==> src/ssbs_pkg.sv <==
package ssbs_pkg;

  // Field widths of the event and result words
  localparam int WORKER_W   = 4;
  localparam int LOSS_W     = 32;
  localparam int CLOCK_W    = 32;
  localparam int SUM_W      = 36;
  localparam int KIND_W     = 2;
  localparam int NUMW_W     = 5;
  localparam int STALE_W    = 8;
  localparam int TARGET_W   = 32;

  // Stream word layout
  localparam int IN_DATA_W  = 40;
  localparam int OUT_DATA_W = 80;
  localparam int OUT_USED_W = WORKER_W + CLOCK_W + SUM_W + 1;

  // Configuration port
  localparam int CFG_IDX_W  = 2;
  localparam int CFG_DATA_W = 32;

  localparam logic [CFG_IDX_W-1:0] CFG_NUM_WORKERS      = 2'd0;
  localparam logic [CFG_IDX_W-1:0] CFG_STALENESS        = 2'd1;
  localparam logic [CFG_IDX_W-1:0] CFG_ITERATION_TARGET = 2'd2;

  localparam logic [NUMW_W-1:0]   RST_NUM_WORKERS      = 5'd16;
  localparam logic [STALE_W-1:0]  RST_STALENESS        = 8'd0;
  localparam logic [TARGET_W-1:0] RST_ITERATION_TARGET = 32'd1;

  localparam int DEF_MAX_WORKERS = 16;

  typedef enum logic [KIND_W-1:0] {
    KIND_RELEASE    = 2'd0,
    KIND_PROGRESS   = 2'd1,
    KIND_BAD_WORKER = 2'd2
  } kind_t;

  // Controller to datapath
  typedef struct packed {
    logic capture;
    logic upd_rd;
    logic upd_wr;
    logic min_run;
    logic q_start;
    logic q_clk;
    logic q_decide;
    logic self_go;
    logic prog_go;
    logic flush;
    logic err_go;
  } cmd_t;

  // Datapath to controller
  typedef struct packed {
    logic done;
    logic bad_worker;
    logic scan_done;
    logic q_empty;
    logic q_more;
    logic q_release;
    logic self_release;
    logic min_changed;
    logic emit_ok;
    logic pend_valid;
  } sts_t;

endpackage

==> src/stale_sync_barrier_scheduler_core.sv <==
// Events: a new event is accepted only when the controller is back in idle; the single
//   read port of the clock store, shared by the minimum sweep and the wait queue walk,
//   bounds the event rate, and output stalls lengthen an event.
// Reset: synchronous, active high; clocks, losses, queue and flags read as zero at once.
module stale_sync_barrier_scheduler_core #(
  parameter int MAX_WORKERS = ssbs_pkg::DEF_MAX_WORKERS
) (
  input  logic                             clk,
  input  logic                             rst,
  // Configuration writes: 0 num_workers, 1 staleness, 2 iteration_target
  input  logic                             cfg_we,
  input  logic [ssbs_pkg::CFG_IDX_W-1:0]   cfg_index,
  input  logic [ssbs_pkg::CFG_DATA_W-1:0]  cfg_data,
  // Event words
  input  logic                             s_axis_tvalid,
  output logic                             s_axis_tready,
  input  logic [ssbs_pkg::IN_DATA_W-1:0]   s_axis_tdata,  // worker[3:0], loss[35:4]
  // Result words
  output logic                             m_axis_tvalid,
  input  logic                             m_axis_tready,
  // released_worker[3:0], progress_clock[35:4], loss_sum[71:36], finished[72]
  output logic [ssbs_pkg::OUT_DATA_W-1:0]  m_axis_tdata,
  output logic [ssbs_pkg::KIND_W-1:0]      m_axis_tuser,  // kind[1:0]
  output logic                             m_axis_tlast
);
  import ssbs_pkg::*;

  // An event from an active worker steps through: clock read, clock and loss write, minimum
  // sweep, wait queue walk, self release or enqueue, progress report and final flush.
  // The datapath holds one result back so that the last word of an event carries tlast;
  // the output register lets a new event be accepted while the last word still waits.
  cmd_t cmd;
  sts_t sts;

  ssbs_ctrl u_ctrl (
    .clk           (clk),
    .rst           (rst),
    .s_axis_tvalid (s_axis_tvalid),
    .s_axis_tready (s_axis_tready),
    .sts           (sts),
    .cmd           (cmd)
  );

  ssbs_datapath #(
    .MAX_WORKERS (MAX_WORKERS)
  ) u_datapath (
    .clk           (clk),
    .rst           (rst),
    .cfg_we        (cfg_we),
    .cfg_index     (cfg_index),
    .cfg_data      (cfg_data),
    .s_axis_tdata  (s_axis_tdata),
    .m_axis_tvalid (m_axis_tvalid),
    .m_axis_tready (m_axis_tready),
    .m_axis_tdata  (m_axis_tdata),
    .m_axis_tuser  (m_axis_tuser),
    .m_axis_tlast  (m_axis_tlast),
    .cmd           (cmd),
    .sts           (sts)
  );

endmodule

==> src/ssbs_ctrl.sv <==
module ssbs_ctrl (
  input  logic             clk,
  input  logic             rst,
  input  logic             s_axis_tvalid,
  output logic             s_axis_tready,
  input  ssbs_pkg::sts_t   sts,
  output ssbs_pkg::cmd_t   cmd
);
  import ssbs_pkg::*;

  typedef enum logic [10:0] {
    ST_IDLE   = 11'b000_0000_0001,
    ST_UPD_RD = 11'b000_0000_0010,
    ST_UPD_WR = 11'b000_0000_0100,
    ST_MIN    = 11'b000_0000_1000,
    ST_QSTART = 11'b000_0001_0000,
    ST_QCLK   = 11'b000_0010_0000,
    ST_QDEC   = 11'b000_0100_0000,
    ST_SELF   = 11'b000_1000_0000,
    ST_PROG   = 11'b001_0000_0000,
    ST_FLUSH  = 11'b010_0000_0000,
    ST_ERR    = 11'b100_0000_0000
  } state_t;

  state_t state, state_next;

  always_ff @(posedge clk) begin
    if (rst) begin
      state <= ST_IDLE;
    end else begin
      state <= state_next;
    end
  end

  assign s_axis_tready = (state == ST_IDLE);

  always_comb begin
    cmd        = '0;
    state_next = state;
    unique case (state)
      ST_IDLE: begin
        cmd.capture = s_axis_tvalid;
        if (s_axis_tvalid) begin
          priority if (sts.done) state_next = ST_IDLE;
          else if (sts.bad_worker) state_next = ST_ERR;
          else state_next = ST_UPD_RD;
        end
      end
      ST_UPD_RD: begin
        cmd.upd_rd = 1'b1;
        state_next = ST_UPD_WR;
      end
      ST_UPD_WR: begin
        cmd.upd_wr = 1'b1;
        state_next = ST_MIN;
      end
      ST_MIN: begin
        cmd.min_run = 1'b1;
        if (sts.scan_done) state_next = ST_QSTART;
      end
      ST_QSTART: begin
        if (sts.q_empty) begin
          state_next = ST_SELF;
        end else begin
          cmd.q_start = 1'b1;
          state_next  = ST_QCLK;
        end
      end
      ST_QCLK: begin
        cmd.q_clk  = 1'b1;
        state_next = ST_QDEC;
      end
      ST_QDEC: begin
        cmd.q_decide = !sts.q_release || sts.emit_ok;
        if (cmd.q_decide) state_next = sts.q_more ? ST_QCLK : ST_SELF;
      end
      ST_SELF: begin
        cmd.self_go = !sts.self_release || sts.emit_ok;
        if (cmd.self_go) state_next = ST_PROG;
      end
      ST_PROG: begin
        cmd.prog_go = !sts.min_changed || sts.emit_ok;
        if (cmd.prog_go) state_next = ST_FLUSH;
      end
      ST_FLUSH: begin
        cmd.flush = !sts.pend_valid || sts.emit_ok;
        if (cmd.flush) state_next = ST_IDLE;
      end
      ST_ERR: begin
        cmd.err_go = sts.emit_ok;
        if (cmd.err_go) state_next = ST_IDLE;
      end
      default: begin
        state_next = ST_IDLE;
      end
    endcase
  end

endmodule

==> src/ssbs_datapath.sv <==
module ssbs_datapath #(
  parameter int MAX_WORKERS = ssbs_pkg::DEF_MAX_WORKERS
) (
  input  logic                              clk,
  input  logic                              rst,
  input  logic                              cfg_we,
  input  logic [ssbs_pkg::CFG_IDX_W-1:0]    cfg_index,
  input  logic [ssbs_pkg::CFG_DATA_W-1:0]   cfg_data,
  input  logic [ssbs_pkg::IN_DATA_W-1:0]    s_axis_tdata,
  output logic                              m_axis_tvalid,
  input  logic                              m_axis_tready,
  output logic [ssbs_pkg::OUT_DATA_W-1:0]   m_axis_tdata,
  output logic [ssbs_pkg::KIND_W-1:0]       m_axis_tuser,
  output logic                              m_axis_tlast,
  input  ssbs_pkg::cmd_t                    cmd,
  output ssbs_pkg::sts_t                    sts
);
  import ssbs_pkg::*;

  localparam int IDX_W = (MAX_WORKERS > 1) ? $clog2(MAX_WORKERS) : 1;
  localparam int CNT_W = $clog2(MAX_WORKERS + 1);

  // Configuration
  logic [NUMW_W-1:0]   num_workers;
  logic [STALE_W-1:0]  staleness;
  logic [TARGET_W-1:0] iteration_target;
  logic [CNT_W-1:0]    n_act;

  // Event and scan registers
  logic [WORKER_W-1:0] w_q;
  logic [LOSS_W-1:0]   loss_q;
  logic [IDX_W-1:0]    w_idx;
  logic [CLOCK_W-1:0]  newc, newc_next;
  logic [CLOCK_W-1:0]  newmin, min_prev;
  logic [SUM_W-1:0]    sum;
  logic [CNT_W-1:0]    scan_i;
  logic                scan_issue, acc_en;
  logic                done, queued_q;

  // Stores
  logic [CLOCK_W-1:0] clk_mem  [MAX_WORKERS];
  logic [LOSS_W-1:0]  loss_mem [MAX_WORKERS];
  logic [IDX_W-1:0]   q_mem    [MAX_WORKERS];
  logic [MAX_WORKERS-1:0] valid, waiting;
  logic [CLOCK_W-1:0] clk_rd;
  logic [LOSS_W-1:0]  loss_rd;
  logic               clk_rd_en;
  logic [IDX_W-1:0]   clk_addr;

  // Wait queue walk
  logic [CNT_W-1:0]   wait_count, q_i, q_next, kept, kept_next;
  logic [IDX_W-1:0]   q_cur, q_rd_addr, q_wr_addr, q_wr_data;
  logic               q_rd_en, q_wr_en;
  logic [CLOCK_W-1:0] q_lead;
  logic               q_release, q_more, self_release, self_append;
  logic               min_changed, fin;

  // Result staging
  logic                emit_ok, emit_new, out_load;
  logic                emit_q, emit_s, emit_p;
  kind_t               new_kind, pend_kind, out_kind;
  logic [WORKER_W-1:0] new_worker, pend_worker, out_worker;
  logic [CLOCK_W-1:0]  new_clock, pend_clock, out_clock;
  logic [SUM_W-1:0]    new_sum, pend_sum, out_sum;
  logic                pend_valid, out_valid, out_fin, out_last;

  always_ff @(posedge clk) begin
    if (rst) begin
      num_workers      <= RST_NUM_WORKERS;
      staleness        <= RST_STALENESS;
      iteration_target <= RST_ITERATION_TARGET;
    end else if (cfg_we) begin
      unique case (cfg_index)
        CFG_NUM_WORKERS:      num_workers      <= cfg_data[NUMW_W-1:0];
        CFG_STALENESS:        staleness        <= cfg_data[STALE_W-1:0];
        CFG_ITERATION_TARGET: iteration_target <= cfg_data[TARGET_W-1:0];
        default: ;
      endcase
    end
  end

  // Clamp the worker count to 1..MAX_WORKERS
  always_comb begin
    priority if (num_workers == '0) n_act = CNT_W'(1);
    else if (32'(num_workers) > 32'(MAX_WORKERS)) n_act = CNT_W'(MAX_WORKERS);
    else n_act = CNT_W'(num_workers);
  end

  assign w_idx     = IDX_W'(w_q);
  assign newc_next = (clk_rd == '1) ? clk_rd : clk_rd + CLOCK_W'(1);

  always_ff @(posedge clk) begin
    if (cmd.capture) begin
      w_q    <= s_axis_tdata[WORKER_W-1:0];
      loss_q <= s_axis_tdata[WORKER_W+LOSS_W-1:WORKER_W];
    end
    if (cmd.upd_wr) begin
      newc     <= newc_next;
      queued_q <= waiting[w_idx];
    end
  end

  // Clock and loss stores; an entry never written reads as zero
  assign scan_issue = (scan_i < n_act);

  always_comb begin
    clk_rd_en = cmd.upd_rd || cmd.q_clk || (cmd.min_run && scan_issue);
    priority if (cmd.upd_rd) clk_addr = w_idx;
    else if (cmd.q_clk) clk_addr = q_cur;
    else clk_addr = scan_i[IDX_W-1:0];
  end

  always_ff @(posedge clk) begin
    if (clk_rd_en) begin
      clk_rd <= valid[clk_addr] ? clk_mem[clk_addr] : '0;
    end
    if (cmd.min_run && scan_issue) begin
      loss_rd <= valid[scan_i[IDX_W-1:0]] ? loss_mem[scan_i[IDX_W-1:0]] : '0;
    end
    if (cmd.upd_wr) begin
      clk_mem[w_idx]  <= newc_next;
      loss_mem[w_idx] <= loss_q;
    end
  end

  always_ff @(posedge clk) begin
    if (rst) begin
      valid <= '0;
    end else if (cmd.upd_wr) begin
      valid[w_idx] <= 1'b1;
    end
  end

  // Minimum and loss sum sweep, accumulating each entry in the cycle after its read
  always_ff @(posedge clk) begin
    if (cmd.upd_wr) begin
      scan_i <= '0;
      acc_en <= 1'b0;
      newmin <= '1;
      sum    <= '0;
    end else if (cmd.min_run) begin
      if (scan_issue) scan_i <= scan_i + CNT_W'(1);
      acc_en <= scan_issue;
      if (acc_en) begin
        if (clk_rd < newmin) newmin <= clk_rd;
        sum <= sum + {{(SUM_W-LOSS_W){loss_rd[LOSS_W-1]}}, loss_rd};
      end
    end
  end

  // Queue decisions
  assign q_lead       = (clk_rd >= newmin) ? clk_rd - newmin : '0;
  assign q_release    = (q_lead <= CLOCK_W'(staleness));
  assign q_next       = q_i + CNT_W'(1);
  assign q_more       = (q_next < wait_count);
  assign kept_next    = q_release ? kept : kept + CNT_W'(1);
  assign self_release = !queued_q && ((newc - newmin) <= CLOCK_W'(staleness));
  assign self_append  = !queued_q && !self_release && (wait_count < CNT_W'(MAX_WORKERS));
  assign min_changed  = (newmin != min_prev);
  assign fin          = (newmin >= iteration_target);

  always_comb begin
    q_rd_en   = cmd.q_start || (cmd.q_decide && q_more);
    q_rd_addr = cmd.q_start ? '0 : q_next[IDX_W-1:0];
    q_wr_en   = (cmd.q_decide && !q_release) || (cmd.self_go && self_append);
    q_wr_addr = cmd.self_go ? wait_count[IDX_W-1:0] : kept[IDX_W-1:0];
    q_wr_data = cmd.self_go ? w_idx : q_cur;
  end

  always_ff @(posedge clk) begin
    if (q_rd_en) q_cur <= q_mem[q_rd_addr];
    if (q_wr_en) q_mem[q_wr_addr] <= q_wr_data;
    if (cmd.q_start) begin
      q_i  <= '0;
      kept <= '0;
    end else if (cmd.q_decide) begin
      q_i  <= q_next;
      kept <= kept_next;
    end
  end

  always_ff @(posedge clk) begin
    if (rst) begin
      wait_count <= '0;
      waiting    <= '0;
      min_prev   <= '0;
      done       <= 1'b0;
    end else begin
      if (cmd.q_decide) begin
        if (q_release) waiting[q_cur] <= 1'b0;
        if (!q_more) wait_count <= kept_next;
      end
      if (cmd.self_go && self_append) begin
        waiting[w_idx] <= 1'b1;
        wait_count     <= wait_count + CNT_W'(1);
      end
      if (cmd.prog_go) min_prev <= newmin;
      if (cmd.flush) done <= fin;
    end
  end

  // Hold one result back so the last of an event can be marked
  assign emit_ok  = !out_valid || m_axis_tready;
  assign emit_q   = cmd.q_decide && q_release;
  assign emit_s   = cmd.self_go && self_release;
  assign emit_p   = cmd.prog_go && min_changed;
  assign emit_new = emit_q || emit_s || emit_p;
  assign out_load = ((emit_new || cmd.flush) && pend_valid) || cmd.err_go;

  always_comb begin
    new_kind   = emit_p ? KIND_PROGRESS : KIND_RELEASE;
    new_worker = emit_q ? WORKER_W'(q_cur) : (emit_s ? w_q : '0);
    new_clock  = emit_p ? min_prev : '0;
    new_sum    = emit_p ? sum : '0;
  end

  always_ff @(posedge clk) begin
    if (rst) begin
      pend_valid <= 1'b0;
      out_valid  <= 1'b0;
    end else begin
      if (emit_new) pend_valid <= 1'b1;
      else if (cmd.flush) pend_valid <= 1'b0;
      if (out_load) out_valid <= 1'b1;
      else if (m_axis_tready) out_valid <= 1'b0;
    end
  end

  always_ff @(posedge clk) begin
    if (emit_new) begin
      pend_kind   <= new_kind;
      pend_worker <= new_worker;
      pend_clock  <= new_clock;
      pend_sum    <= new_sum;
    end
    if (out_load) begin
      if (cmd.err_go) begin
        out_kind   <= KIND_BAD_WORKER;
        out_worker <= '0;
        out_clock  <= '0;
        out_sum    <= '0;
        out_fin    <= 1'b0;
        out_last   <= 1'b1;
      end else begin
        out_kind   <= pend_kind;
        out_worker <= pend_worker;
        out_clock  <= pend_clock;
        out_sum    <= pend_sum;
        out_fin    <= fin;
        out_last   <= cmd.flush;
      end
    end
  end

  assign m_axis_tvalid = out_valid;
  assign m_axis_tdata  = {(OUT_DATA_W-OUT_USED_W)'(0), out_fin, out_sum, out_clock, out_worker};
  assign m_axis_tuser  = out_kind;
  assign m_axis_tlast  = out_last;

  always_comb begin
    sts              = '0;
    sts.done         = done;
    sts.bad_worker   = (32'(s_axis_tdata[WORKER_W-1:0]) >= 32'(n_act));
    sts.scan_done    = !scan_issue && !acc_en;
    sts.q_empty      = (wait_count == '0);
    sts.q_more       = q_more;
    sts.q_release    = q_release;
    sts.self_release = self_release;
    sts.min_changed  = min_changed;
    sts.emit_ok      = emit_ok;
    sts.pend_valid   = pend_valid;
  end

`ifndef NO_ASSERTIONS
  a_queue_bits: assert property (@(posedge clk) disable iff (rst)
    cmd.flush |=> ($countones(waiting) == int'(wait_count)))
    else $error("waiting bits disagree with queue fill");

  a_no_overwrite: assert property (@(posedge clk) disable iff (rst)
    out_load |-> (!out_valid || m_axis_tready))
    else $error("output word overwritten before it was taken");

  a_pend_empty_idle: assert property (@(posedge clk) disable iff (rst)
    (cmd.capture || cmd.err_go) |-> !pend_valid)
    else $error("held result left over from an earlier event");

  a_min_bounded: assert property (@(posedge clk) disable iff (rst)
    cmd.self_go |-> (newmin <= newc))
    else $error("minimum above the reporting worker's clock");
`endif

endmodule

==> config.mk <==
export PLATFORM = sky130hd
export DESIGN_NAME = stale_sync_barrier_scheduler_core
export DESIGN_NICKNAME = d
export VERILOG_FILES = /design/src/ssbs_pkg.sv /design/src/stale_sync_barrier_scheduler_core.sv /design/src/ssbs_ctrl.sv /design/src/ssbs_datapath.sv
export SDC_FILE = /design/constraint.sdc
export NUM_CORES = 2
export LEC_CHECK = 0
export ABC_AREA = 0
export BUFFER_PORTS_ARGS = -buffer_cell sky130_fd_sc_hd__buf_2
export CAP_MARGIN = 20
export CELL_PAD_IN_SITES_DETAIL_PLACEMENT = 1
export CELL_PAD_IN_SITES_GLOBAL_PLACEMENT = 2
export CORE_ASPECT_RATIO = 0.75
export CORE_MARGIN = 3
export CORE_UTILIZATION = 45
export DETAILED_ROUTE_END_ITERATION = 12
export MAX_ROUTING_LAYER = met4
export PLACE_DENSITY_LB_ADDON = 0.1
export SYNTH_ARGS = -nofsm -noshare
export SYNTH_HDL_FRONTEND = slang
export SYNTH_SLANG_ARGS = --single-unit
==> constraint.sdc <==
create_clock -name clk -period 18.55 [get_ports clk]
set_input_delay 2.7825 -clock clk [delete_from_list [all_inputs] [get_ports clk]]
set_output_delay 2.7825 -clock clk [all_outputs]
set_load 0.05 [all_outputs]
==> impl_results.md <==
* Lkg Pwr at 27.68 nW
* EDFF count, synth at 1,374
* CTS tree: yes
* Average size of a mapped cell at 14.11 sq um
* R2r setup slk at 10.09 ns
* Final setup fails at 0
* Vias in the first global route at 42,933
* Pre-CTS setup slack at 10.11 ns
* Worst skew pair latency at 0.81 ns
* Setup TNS at 0 ns
* Fin. Hold Viols at 0
* Routed Antenna Nets at 0
* CP Max Fanout at 52
* Total number of vias at 42,395
* Post-CTS Resized at 0
* Critical Path Start Type: register
* Layout cells sized above 1 at 14.21%
* Fillers at 14,907
* Cts hold-fix bufs at 0
* DP Wirelength at 123,200 microns
* Period utilization at 45.58%
* Cell Area, Synth at 69,360 sq um
* Main synth FF type: edfxtp_1
* Clock sink count at 1,586
* Sequential share of the synthesized area at 65.60%
* Initial Util at 45.39%
* Die height at 346.0 microns
* First-pass GRT wire length at 288,900 microns
* Total wire length at 194,300 microns
* CP required at 18.97 ns
* Gate Count Post-Synth at 4,916
* Setup Skew at 0.04109 ns
* Core area at 152,800 sq um
* Critical path class: register to register
* Slew HR at 25.08%
* Cells on worst reg2reg path at 24
* Die Wd at 459.3 microns
* Critical path arrival at 8.88 ns
* DRT iter0 DRCs at 3,807
* Post-synthesis cell type count at 79
* Hold path cells at 2
* Most frequent cells in the layout: edfxtp_1, nand2_1, a21oi_1
* Critical path capture point type: register
* H-tree depth at 4
* Share of synthesized registers carrying an async set or reset at 0%
* Final WS setup at 10.09 ns
* Worst-case hold path end point: u_datapath.iteration_target[26]$_SDFFE_PP0P_
* # IOs at 164
* Final Max Tran Viols at 0
* Initial antenna violation count at 10
* Root buf cell: clkbuf_16
* Yosys reg bits at 1,586
* Largest net degree at the start of global routing at 131
* Min-delay src: u_datapath.iteration_target[26]$_SDFFE_PP0P_
* Port Buf Inserts at 152
* Final hold slack at 0.4558 ns
* Total Nets Final at 5,327
* Final Core Density at 51.05%
* FF-to-FF End: u_datapath.out_sum[35]$_SDFFCE_PP0P_
* Min-delay worst type: register to register
* Slew at the pin closest to its max-slew limit at 1.118 ns
* Gr usage total at 25.10%
* DR WL/cell at 26.86 microns
* PD cells at 115.8 nW/um^2
* Synth warn at 0
* Placer congestion estimate at 0.8771
* Post-DR vias/cell at 5.860
* Overall Power at 9.035 mW
* Drt pass-1 iters at 7
* Drc violations at 0
* Total gr overflow at 0
* Clk slew on worst S/H paths at 0.07 ns
* Status: finished clean
* Max Cap Viol at 0
* Placement Rows at 124
* Total CTS buffers at 160
* Commonest non-fill, non-tap cell in the layout: edfxtp_1
* FMAX at 0.1183 GHz
* Worst IR Drop VDD at 0.1048 mV
* Post-CTS Repair Setup Buffers at 0
* Full die area at 158,900 sq um
* Clk buf depth at 3
* Area delta synth->final at 12.48%
* Final min period at 8.455 ns
* RSZ-0062 raised after global routing: no
* RR Startpoint: u_datapath.newmin[17]$_SDFFE_PP1P_
## routing by layer
layer | track usage (%) | up-vias | wire [microns]
met4 | 5.860 | 0 | 4034
li1 | - | 19195 | -
met2 | 36.75 | 1070 | 86550
met3 | 3.392 | 229 | 10700
met5 | - | - | 0
met1 | 37.34 | 21901 | 93030
## kinds of logic (layout without fill, tap and decap cells)
group,Yosys count,in the layout,synth area share [%]
xor gates and xnor gates,128,128,1.616
AOI/OAI and AO/OA,946,946,9.081
and+or+nand+nor,1294,1294,9.427
buffers and inverters,376,667,2.080
adders and majority gates,167,167,3.045
other,1,13,0.005406
DFF,1586,1586,65.60
muxes,418,418,9.144
## report_power, final
| group | switching, mW | internal [mW] |
|---|---|---|
| Clock | 1.42 | 1.75 |
| Combinational | 1.10 | 0.629 |
| Sequential | 0.143 | 3.99 |
## through the flow
step	cell area (sq um)	std cells
after global routing	78000	7229
after detailed placement	72810	6930
after CTS	77930	7224
after global placement	72770	6926
final	78020	7235
after floorplan	69390	4922
## cell type report
type | count | area (sq um) | area share, %
Inverter | 119 | 447.9 | 0.5742
Multi-Input combinational cell | 2960 | 22800 | 29.23
Antenna cell | 6 | 15.01 | 0.01925
Sequential cell | 1586 | 45520 | 58.34
Tap cell | 2016 | 2522 | 3.233
Clock buffer | 199 | 4242 | 5.437
Clock inverter | 95 | 882.1 | 1.131
Timing Repair Buffer | 254 | 1588 | 2.035
## critical path, stage by stage, from the launching register on
cell and delay [ns]:
dfxtp_1 0.54, inv_1 0.12, ha_1 0.40, a21oi_1 0.36, o21ai_0 0.24, a221oi_1 0.62, inv_1 0.13, nor4_1 0.38
o21ai_0 0.35, nand2_1 0.32, nor2_1 0.09, ha_1 0.29, a21o_1 0.16, a21o_1 0.18, o21ai_0 0.15, a21oi_1 0.08
a211oi_1 0.35, o2111ai_1 0.20, nor4_1 0.35, nand4_1 0.41, o21ai_1 0.25, buf_4 0.23, nand3_1 0.17, a41oi_4 0.82
buf_4 0.78
## synth_stat cells, types with 30 or more instances
cell type	instances	area, sq um
a211oi_1	225	1689
nand4_1	41	256.5
dfxtp_1	212	4244
a311oi_1	37	324.1
mux4_2	171	3851
inv_1	119	446.7
nor4_1	31	193.9
and3_1	30	187.7
xnor2_1	62	543.0
nand2_1	396	1486
o21a_1	38	285.3
nand2b_1	39	244.0
nor2b_1	149	932.1
mux2i_1	232	2322
o21ai_0	109	545.5
buf_1	34	127.6
clkbuf_1	214	803.3
nand3_1	71	355.3
a21oi_1	281	1406
ha_1	164	2052
and2_1	163	1020
nor2_1	229	859.6
nor3_1	47	235.2
edfxtp_1	1374	41260
a21o_1	68	510.5
xor2_1	66	578.1
## sequential cells by signal, summed over array words and instances, names as in the netlist, 36 cells and up
| register | count |
|---|---|
| u_datapath.clk_mem | 512 |
| u_datapath.loss_mem | 512 |
| u_datapath.q_mem | 64 |
| u_datapath.out_sum | 36 |
| u_datapath.pend_sum | 36 |
| u_datapath.sum | 36 |
## worst max path at each step
stage,start,endpoint
6_report,u_datapath.newmin[17]$_SDFFE_PP1P_,u_datapath.out_sum[35]$_SDFFCE_PP0P_
3_5_place_dp,u_datapath.newmin[21]$_SDFFE_PP1P_,u_datapath.out_sum[18]$_SDFFCE_PP0P_
2_1_floorplan,u_datapath.clk_rd[21]$_SDFFCE_PN0P_,u_datapath.m_axis_tlast$_SDFFCE_PP1P_
3_3_place_gp,u_datapath.newmin[21]$_SDFFE_PP1P_,u_datapath.out_sum[18]$_SDFFCE_PP0P_
5_1_grt,u_datapath.newmin[17]$_SDFFE_PP1P_,u_datapath.out_sum[12]$_SDFFCE_PP0P_
4_1_cts,u_datapath.newmin[17]$_SDFFE_PP1P_,u_datapath.out_sum[12]$_SDFFCE_PP0P_
Note: power is estimated with default switching activity, not from simulation.
